**src/sv/nfc_tlv_pkg.sv**
```systemverilog
`timescale 1ns / 1ps
`default_nettype none
// ----------------------------------------------------------------------------
// NFC TLV parser package
// Type codes, status codes, parser phase codes and the result record.
// ----------------------------------------------------------------------------
package nfc_tlv_pkg;

  // TLV type bytes
  localparam logic [7:0] TLV_NULL = 8'h00;
  localparam logic [7:0] TLV_LOCK = 8'h01;
  localparam logic [7:0] TLV_MEM  = 8'h02;
  localparam logic [7:0] TLV_NDEF = 8'h03;
  localparam logic [7:0] TLV_PROP = 8'hFD;
  localparam logic [7:0] TLV_TERM = 8'hFE;

  // escape byte announcing a three-byte length field
  localparam logic [7:0] LEN_ESC      = 8'hFF;
  localparam logic [7:0] CTRL_TLV_LEN = 8'd3;

  // header sizes in bytes
  localparam logic [2:0] HDR_SHORT = 3'd2;
  localparam logic [2:0] HDR_LONG  = 3'd4;

  // result status
  localparam logic [1:0] ST_OK        = 2'd0;
  localparam logic [1:0] ST_FORMAT    = 2'd1;
  localparam logic [1:0] ST_NOT_FOUND = 2'd2;
  localparam logic [1:0] ST_TRUNC     = 2'd3;

  // parser phases
  localparam logic [2:0] PH_TYPE     = 3'd0;
  localparam logic [2:0] PH_CTRL_LEN = 3'd1;
  localparam logic [2:0] PH_LEN1     = 3'd2;
  localparam logic [2:0] PH_LEN_HI   = 3'd3;
  localparam logic [2:0] PH_LEN_LO   = 3'd4;
  localparam logic [2:0] PH_SKIP     = 3'd5;

  typedef struct packed {
    logic [1:0]  status;
    logic [7:0]  tlv_type;
    logic [15:0] tlv_length;
    logic [15:0] tlv_offset;
    logic [15:0] value_offset;
    logic [16:0] tlv_size;
  } tlv_res_t;

endpackage
`default_nettype wire

```
**src/sv/nfc_tlv_stream_parser.sv**
```systemverilog
`timescale 1ns / 1ps
`default_nettype none
// ----------------------------------------------------------------------------
// NFC TLV stream parser
// Walks a tag data area one byte per transaction and reports each TLV header,
// unknown types, format errors and truncated buffers.
// ----------------------------------------------------------------------------
//
//  channel | direction | handshake          | payload
//  --------+-----------+--------------------+--------------------------------------
//  in_     | input     | in_valid/in_stall   | data_byte, restart, last_byte
//  out_    | output    | out_valid/out_stall | status, tlv_type, tlv_length,
//          |           |                     | tlv_offset, value_offset, tlv_size
//
//  One byte per cycle while in_stall is low. Parser state is updated at
//  the acceptance edge; the result lands in a two-entry output buffer
//  (output register plus skid register), in the skid register while the
//  output register is held. in_stall rises only when both entries are
//  full, so input keeps flowing while the skid register is free.
//  rst_n is synchronous, active low, and returns the parser to offset zero.
//
module nfc_tlv_stream_parser
  import nfc_tlv_pkg::*;
#(
  parameter int OFFSET_BITS = 16
) (
  input  wire logic        clk,
  input  wire logic        rst_n,
  input  wire logic        in_valid,
  output logic             in_stall,
  input  wire logic [7:0]  in_data_byte,
  input  wire logic        in_restart,
  input  wire logic        in_last_byte,
  output logic             out_valid,
  input  wire logic        out_stall,
  output logic [1:0]       out_status,
  output logic [7:0]       out_tlv_type,
  output logic [15:0]      out_tlv_length,
  output logic [15:0]      out_tlv_offset,
  output logic [15:0]      out_value_offset,
  output logic [16:0]      out_tlv_size
);

  // parser state
  logic [2:0]             phase_r, phase_nxt;
  logic [7:0]             ctype_r, ctype_nxt;
  logic [7:0]             len_hi_r, len_hi_nxt;
  logic [15:0]            vrem_r, vrem_nxt;
  logic [OFFSET_BITS-1:0] byte_offset_r, byte_offset_nxt;
  logic [OFFSET_BITS-1:0] start_r, start_nxt;
  logic                   halted_r, halted_nxt;

  // output buffer
  logic     out_valid_r, skid_valid_r;
  tlv_res_t out_data_r, skid_data_r;

  logic     accept, pop;
  logic     res_fire;
  tlv_res_t res;

  logic [2:0]             eff_phase;
  logic [7:0]             eff_ctype;
  logic [15:0]            eff_vrem;
  logic [OFFSET_BITS-1:0] eff_start;
  logic                   eff_halted;
  logic [OFFSET_BITS-1:0] pos, pos_inc;
  logic [31:0]            pos_w, pos_inc_w, start_w;
  logic [15:0]            vrem_dec;
  logic                   hd_fire;
  logic [15:0]            hd_len;
  logic [2:0]             hd_hdr;

  assign accept   = in_valid && !in_stall;
  assign pop      = out_valid_r && !out_stall;
  assign in_stall = skid_valid_r;

  always_comb begin
    // a restart byte drops everything and sits at offset zero
    eff_phase  = in_restart ? PH_TYPE : phase_r;
    eff_ctype  = in_restart ? '0 : ctype_r;
    eff_vrem   = in_restart ? '0 : vrem_r;
    eff_start  = in_restart ? '0 : start_r;
    eff_halted = in_restart ? 1'b0 : halted_r;
    pos        = in_restart ? '0 : byte_offset_r;
    pos_inc    = pos + OFFSET_BITS'(1);
    pos_w      = 32'(pos);
    pos_inc_w  = 32'(pos_inc);
    vrem_dec   = eff_vrem - 16'd1;

    phase_nxt       = eff_phase;
    ctype_nxt       = eff_ctype;
    vrem_nxt        = eff_vrem;
    start_nxt       = eff_start;
    halted_nxt      = eff_halted;
    len_hi_nxt      = in_restart ? '0 : len_hi_r;
    byte_offset_nxt = pos_inc;

    res_fire = 1'b0;
    res      = '0;
    hd_fire  = 1'b0;
    hd_len   = '0;
    hd_hdr   = '0;

    if (!eff_halted) begin
      unique case (eff_phase)
        PH_TYPE: begin
          start_nxt = pos;
          ctype_nxt = in_data_byte;
          unique case (in_data_byte) inside
            TLV_NULL, TLV_TERM: begin
              res_fire         = 1'b1;
              res.status       = ST_OK;
              res.tlv_type     = in_data_byte;
              res.tlv_offset   = pos_w[15:0];
              res.value_offset = pos_inc_w[15:0];
              res.tlv_size     = 17'd1;
              if (in_data_byte == TLV_TERM) begin
                halted_nxt = 1'b1;
              end
            end
            TLV_LOCK, TLV_MEM: begin
              phase_nxt = PH_CTRL_LEN;
            end
            TLV_NDEF, TLV_PROP: begin
              phase_nxt = PH_LEN1;
            end
            default: begin
              res_fire       = 1'b1;
              res.status     = ST_NOT_FOUND;
              res.tlv_type   = in_data_byte;
              res.tlv_offset = pos_w[15:0];
              res.tlv_size   = 17'd1;
            end
          endcase
        end
        PH_CTRL_LEN: begin
          if (in_data_byte != CTRL_TLV_LEN) begin
            start_w        = 32'(eff_start);
            res_fire       = 1'b1;
            res.status     = ST_FORMAT;
            res.tlv_type   = eff_ctype;
            res.tlv_offset = start_w[15:0];
            phase_nxt      = PH_TYPE;
            halted_nxt     = 1'b1;
          end else begin
            hd_fire = 1'b1;
            hd_len  = 16'(CTRL_TLV_LEN);
            hd_hdr  = HDR_SHORT;
          end
        end
        PH_LEN1: begin
          if (in_data_byte == LEN_ESC) begin
            phase_nxt = PH_LEN_HI;
          end else begin
            hd_fire = 1'b1;
            hd_len  = 16'(in_data_byte);
            hd_hdr  = HDR_SHORT;
          end
        end
        PH_LEN_HI: begin
          len_hi_nxt = in_data_byte;
          phase_nxt  = PH_LEN_LO;
        end
        PH_LEN_LO: begin
          hd_fire = 1'b1;
          hd_len  = {len_hi_r, in_data_byte};
          hd_hdr  = HDR_LONG;
        end
        PH_SKIP: begin
          vrem_nxt = vrem_dec;
          if (vrem_dec == 16'd0) begin
            phase_nxt = PH_TYPE;
          end
        end
        default: begin
          phase_nxt = PH_TYPE;
        end
      endcase

      if (hd_fire) begin
        start_w          = 32'(eff_start);
        res_fire         = 1'b1;
        res.status       = ST_OK;
        res.tlv_type     = eff_ctype;
        res.tlv_length   = hd_len;
        res.tlv_offset   = start_w[15:0];
        res.value_offset = pos_inc_w[15:0];
        res.tlv_size     = 17'(hd_hdr) + 17'(hd_len);
        vrem_nxt         = hd_len;
        phase_nxt        = (hd_len != 16'd0) ? PH_SKIP : PH_TYPE;
      end

      // end of buffer: a header or value still open is reported as truncated, unless this byte already gave a result
      if (in_last_byte) begin
        if (!res_fire && phase_nxt != PH_TYPE) begin
          start_w        = 32'(start_nxt);
          res_fire       = 1'b1;
          res            = '0;
          res.status     = ST_TRUNC;
          res.tlv_type   = ctype_nxt;
          res.tlv_offset = start_w[15:0];
        end
        phase_nxt = PH_TYPE;
        vrem_nxt  = '0;
      end
    end
    start_w = 32'(start_nxt);
  end

  always_ff @(posedge clk) begin
    if (!rst_n) begin
      phase_r       <= PH_TYPE;
      ctype_r       <= '0;
      len_hi_r      <= '0;
      vrem_r        <= '0;
      byte_offset_r <= '0;
      start_r       <= '0;
      halted_r      <= 1'b0;
    end else if (accept) begin
      phase_r       <= phase_nxt;
      ctype_r       <= ctype_nxt;
      len_hi_r      <= len_hi_nxt;
      vrem_r        <= vrem_nxt;
      byte_offset_r <= byte_offset_nxt;
      start_r       <= start_nxt;
      halted_r      <= halted_nxt;
    end
  end

  // two-entry output buffer
  always_ff @(posedge clk) begin
    if (!rst_n) begin
      out_valid_r  <= 1'b0;
      skid_valid_r <= 1'b0;
    end else if (skid_valid_r) begin
      if (pop) begin
        out_valid_r  <= 1'b1;
        skid_valid_r <= 1'b0;
      end
    end else if (accept && res_fire) begin
      if (!out_valid_r || pop) begin
        out_valid_r <= 1'b1;
      end else begin
        skid_valid_r <= 1'b1;
      end
    end else if (pop) begin
      out_valid_r <= 1'b0;
    end
  end

  always_ff @(posedge clk) begin
    if (skid_valid_r) begin
      if (pop) begin
        out_data_r <= skid_data_r;
      end
    end else if (accept && res_fire) begin
      if (!out_valid_r || pop) begin
        out_data_r <= res;
      end else begin
        skid_data_r <= res;
      end
    end
  end

  assign out_valid        = out_valid_r;
  assign out_status       = out_data_r.status;
  assign out_tlv_type     = out_data_r.tlv_type;
  assign out_tlv_length   = out_data_r.tlv_length;
  assign out_tlv_offset   = out_data_r.tlv_offset;
  assign out_value_offset = out_data_r.value_offset;
  assign out_tlv_size     = out_data_r.tlv_size;

`ifndef SYNTH
  a_skid_behind_out: assert property (@(posedge clk) disable iff (!rst_n)
    skid_valid_r |-> out_valid_r)
    else $error("skid entry held while output register empty");

  a_halt_in_type: assert property (@(posedge clk) disable iff (!rst_n)
    halted_r |-> (phase_r == PH_TYPE))
    else $error("parser halted outside the type phase");

  a_skip_nonzero: assert property (@(posedge clk) disable iff (!rst_n)
    (phase_r == PH_SKIP) |-> (vrem_r != 16'd0))
    else $error("value skip armed with zero count");

  a_notfound_size: assert property (@(posedge clk) disable iff (!rst_n)
    (out_valid_r && out_data_r.status == ST_NOT_FOUND) |->
      (out_data_r.tlv_size == 17'd1 && out_data_r.tlv_length == 16'd0))
    else $error("unknown type result with wrong size");

  a_buffer_order: assert property (@(posedge clk) disable iff (!rst_n)
    (skid_valid_r && pop) |=> (out_valid_r && !skid_valid_r))
    else $error("skid entry not moved to output register");
`endif

endmodule
`default_nettype wire
```
**config.mk**
```make
export PLATFORM = sky130hd
export DESIGN_NAME = nfc_tlv_stream_parser
export DESIGN_NICKNAME = d
export VERILOG_FILES = /design/src/sv/nfc_tlv_pkg.sv /design/src/sv/nfc_tlv_stream_parser.sv
export SDC_FILE = /design/constraint.sdc
export NUM_CORES = 1
export LEC_CHECK = 0
export BUFFER_PORTS_ARGS = -buffer_cell sky130_fd_sc_hd__clkbuf_2
export CAP_MARGIN = 20
export CORE_ASPECT_RATIO = 0.6
export CORE_UTILIZATION = 35
export CTS_CLUSTER_SIZE = 28
export DETAILED_ROUTE_END_ITERATION = 6
export PLACE_DENSITY = 0.51
export SLEW_MARGIN = 30
export SYNTH_ARGS = -nofsm -noshare
export SYNTH_HDL_FRONTEND = slang
export SYNTH_SLANG_ARGS = --single-unit
```
**constraint.sdc**
```tcl
create_clock -name clk -period 8.5 [get_ports clk]
set_input_delay 0.85 -clock clk [delete_from_list [all_inputs] [get_ports clk]]
set_output_delay 0.85 -clock clk [all_outputs]
set_load 0.02 [all_outputs]
```
==> qor.yml <==
synthesis:
  syn_nets: 1116
  synth_ff_type: "edfxtp_1"
  syn_area_per_cell_um2: 10.1
  yosys-top-cells-count: "edfxtp_1, nand2_1, clkbuf_1"
  synth-seq-cells: 220
  yosysSeqAreaShare: 0.535
  syn_inst: 1096
  synthTopCellsByArea: "edfxtp_1, dfxtp_1, nand2_1, a22oi_1, mux2_2"
  yosysMostFrequentCell: "edfxtp_1"
  yosysWarnings: 0
  yosys.area.top_type_share: 0.408
  yosysUniqueCellTypes: 71
  synthesis.area_um2: 11000
  synth-edff-count: 150
  synthArstFlopShare: 0
  synth.largest_area_cell: "edfxtp_1"
clock_tree:
  cts_sinks: 220
  clock_path_buffers: 3
  cts_setup_buffers: 0
  cts-root-buf: "clkbuf_16"
  tritoncts: "built"
  cts_resized: 0
  insertion_delay_ns: 0.54
  clk_pin_slew_ns: 0.06
  postCtsHoldBufs: 0
  ctsHtreeMaxLevel: 1
  cts_inserted_buffers: 23
detailed_routing:
  vias: 8464
  routedWlPerCell_um: 19.9
  met2_length_mm: 11.1
  drt-pass1-iter-count: 5
  wl_met3_mm: 2.35
  vias_per_cell: 5.42
  wl_mm: 31.1
  wl_met1_mm: 17.2
  drc: 0
  drtIter0Drc: 928
  highest_layer: "met4"
  final_antenna_net_count: 0
power:
  p_comb_frac: 0.079
  power-per-cell-area_nw_per_um2: 195
  power_leakage_nw: 4.26
  intPower_mw: 1.87
  ir_worst_vdd_v: 0.000122
  power_frac_clock: 0.432
  netSwitchingPower_mw: 0.587
  pwr-share-seq: 0.489
  swShare: 0.239
  finalPower_mw: 2.45
timing:
  rsz0062_at_grt: "no"
  timing.hold.ws_ns: 0.468
  tightest_slew_ns: 0.935
  maxSlewHeadroom: 0.375
  post-route-period-util: 0.536
  skew_ns: 0.0143
  tns_ns: 0
  min_period_ns: 4.55
  slew_violations: 0
  max_freq_mhz: 220
  setup-violations-final: 0
  hold_viol: 0
  finalWorstSetupSlack_ns: 3.95
setup_path:
  critPathCaptureType: "register"
  critPathArrivalTime_ns: 4.72
  crit_chain: "clkbuf_2 > or4b_1 > inv_1 > o21ai_1 > o311ai_4 > nor3_2 > a21boi_1 > o31ai_1 > nor2_4 > buf_16 > buf_4"
  path_class: "input pin to register"
  cp-startpoint: "in_restart"
  r2r_start: "phase_r[2]"
  crit_path_max_incr_delay_ns: 0.74
  required_ns: 8.67
  cp-start-kind: "input pin"
  crit_fanout: 43
  slowest_stage: "or4b_1"
placement:
  place.port_buffers: 90
  dp_slack_ns: 3.40
  dp_hpwl_mm: 21.1
  dp.cells: 1520
  routabilityCongestion: 0.858
  placed_cell_area_um2: 11800
floorplanning:
  die_w_um: 231
  fp-row-count: 49
  initial_core_util: 0.362
  die_area_um2: 32300
  io_pins: 91
  coreArea_um2: 30500
  die-height_um: 140
cells_and_area:
  layout-drive-gt1-share: 0.169
  areaGrowthSynthToFinish_pct: 14.1
  final_cell_area_um2: 12600
  post_layout_nonfiller_instances: 1562
  fin_util: 0.414
  fillers: 3001
  diodes: 0
  final-seq-area_um2: 5910
  final_nets: 1157
  multi_input_area_um2: 4720
run:
  drv_cap: 0
global_route:
  grt_pass1_wl_mm: 47.0
  grtUsageTotal: 0.189
  grt_max_degree: 78
  grt_pass1_vias: 7333
  overflow: 0
  antenna_found_initial: 1
status:
  status: "finished clean"
worst_hold_path:
  min_from: "ctype_r[0]"
  hold_path.class: "register to register"
## sequential cells by signal, summed over array words and instances (netlist names), 2 cells and up
register / count
out_status: 2
vrem_r: 16
phase_r: 3
ctype_r: 8
start_r: 16
out_tlv_offset: 16
skid_data_r: 75
byte_offset_r: 16
out_tlv_length: 16
len_hi_r: 8
out_tlv_size: 17
out_value_offset: 16
out_tlv_type: 8
## power groups by stage
stage | clock [mW] | combinational [mW] | sequential [mW]
6_report | 1.06 | 0.195 | 1.20
5_1_grt | 1.13 | 0.209 | 1.20
4_1_cts | 1.08 | 0.197 | 1.20
3_5_place_dp | 0 | 0.196 | 1.22
3_3_place_gp | 0 | 0.195 | 1.22
2_1_floorplan | 0 | 0.0869 | 1.26
## layout by cell type (no fill, tap or decap), types with 13 or more instances in the layout
| cell type | synthesis | final |
|---|---|---|
| and3_1 | 27 | 27 |
| a21boi_0 | 29 | 29 |
| dfxtp_1 | 70 | 69 |
| o21ai_1 | 32 | 31 |
| nor2_1 | 69 | 67 |
| nand4_1 | 13 | 13 |
| mux2_2 | 29 | 29 |
| o31ai_1 | 28 | 28 |
| edfxtp_1 | 150 | 150 |
| nor3_1 | 23 | 23 |
| a21oi_1 | 41 | 41 |
| clkbuf_16 | 0 | 23 |
| nand2_1 | 147 | 147 |
| a31oi_1 | 16 | 16 |
| clkbuf_2 | 0 | 90 |
| o21ai_0 | 42 | 42 |
| inv_1 | 25 | 25 |
| a22oi_1 | 46 | 46 |
| nor2b_1 | 51 | 51 |
| nand3_1 | 23 | 23 |
| buf_4 | 0 | 14 |
| xnor2_1 | 27 | 27 |
| xor2_1 | 16 | 16 |
## routing by layer
layer / global-route usage / vias to the layer above
li1: - / 4048
met1: 0.333 / 4131
met2: 0.219 / 262
met3: 0.0439 / 23
met4: 0.0300 / 0
met5: 0 / -
## cells by family (layout without fill, tap and decap cells)
| logic type | count (synthesis) | in the layout | synth area share |
|---|---|---|---|
| XOR/XNOR | 43 | 43 | 0.0341 |
| AND/OR/NAND/NOR | 403 | 403 | 0.181 |
| buffers and inverters | 116 | 174 | 0.0403 |
| adder cells (fa/ha/maj) | 6 | 6 | 0.00748 |
| multiplexers | 34 | 34 | 0.0344 |
| AO/OA/AOI/OAI | 274 | 274 | 0.168 |
| flip-flops | 220 | 220 | 0.535 |
## final cells by class
class	instances	share of cell area
Multi-Input combinational cell	760	0.375
Clock inverter	11	0.0134
Tap cell	408	0.0405
Timing Repair Buffer	105	0.0463
Inverter	27	0.00804
Clock buffer	31	0.0481
Sequential cell	220	0.469
## final timing paths
path                            depth (start not counted)  slack [ns]        endpoint
worst min-delay path                                    2        0.47      ctype_r[0]
worst max register to register                         10        4.04  skid_data_r[0]
worst max-delay path                                   11        3.95  skid_data_r[0]
worst min register to register                          2        0.47      ctype_r[0]
## critical path, delay by kind of cell
family | cells | cell delay (ns)
buffers and inverters | 4 | 1.56
AND/OR/NAND/NOR | 3 | 1.39
AO/OA/AOI/OAI | 4 | 0.86
(Power assumes the default switching activity.)
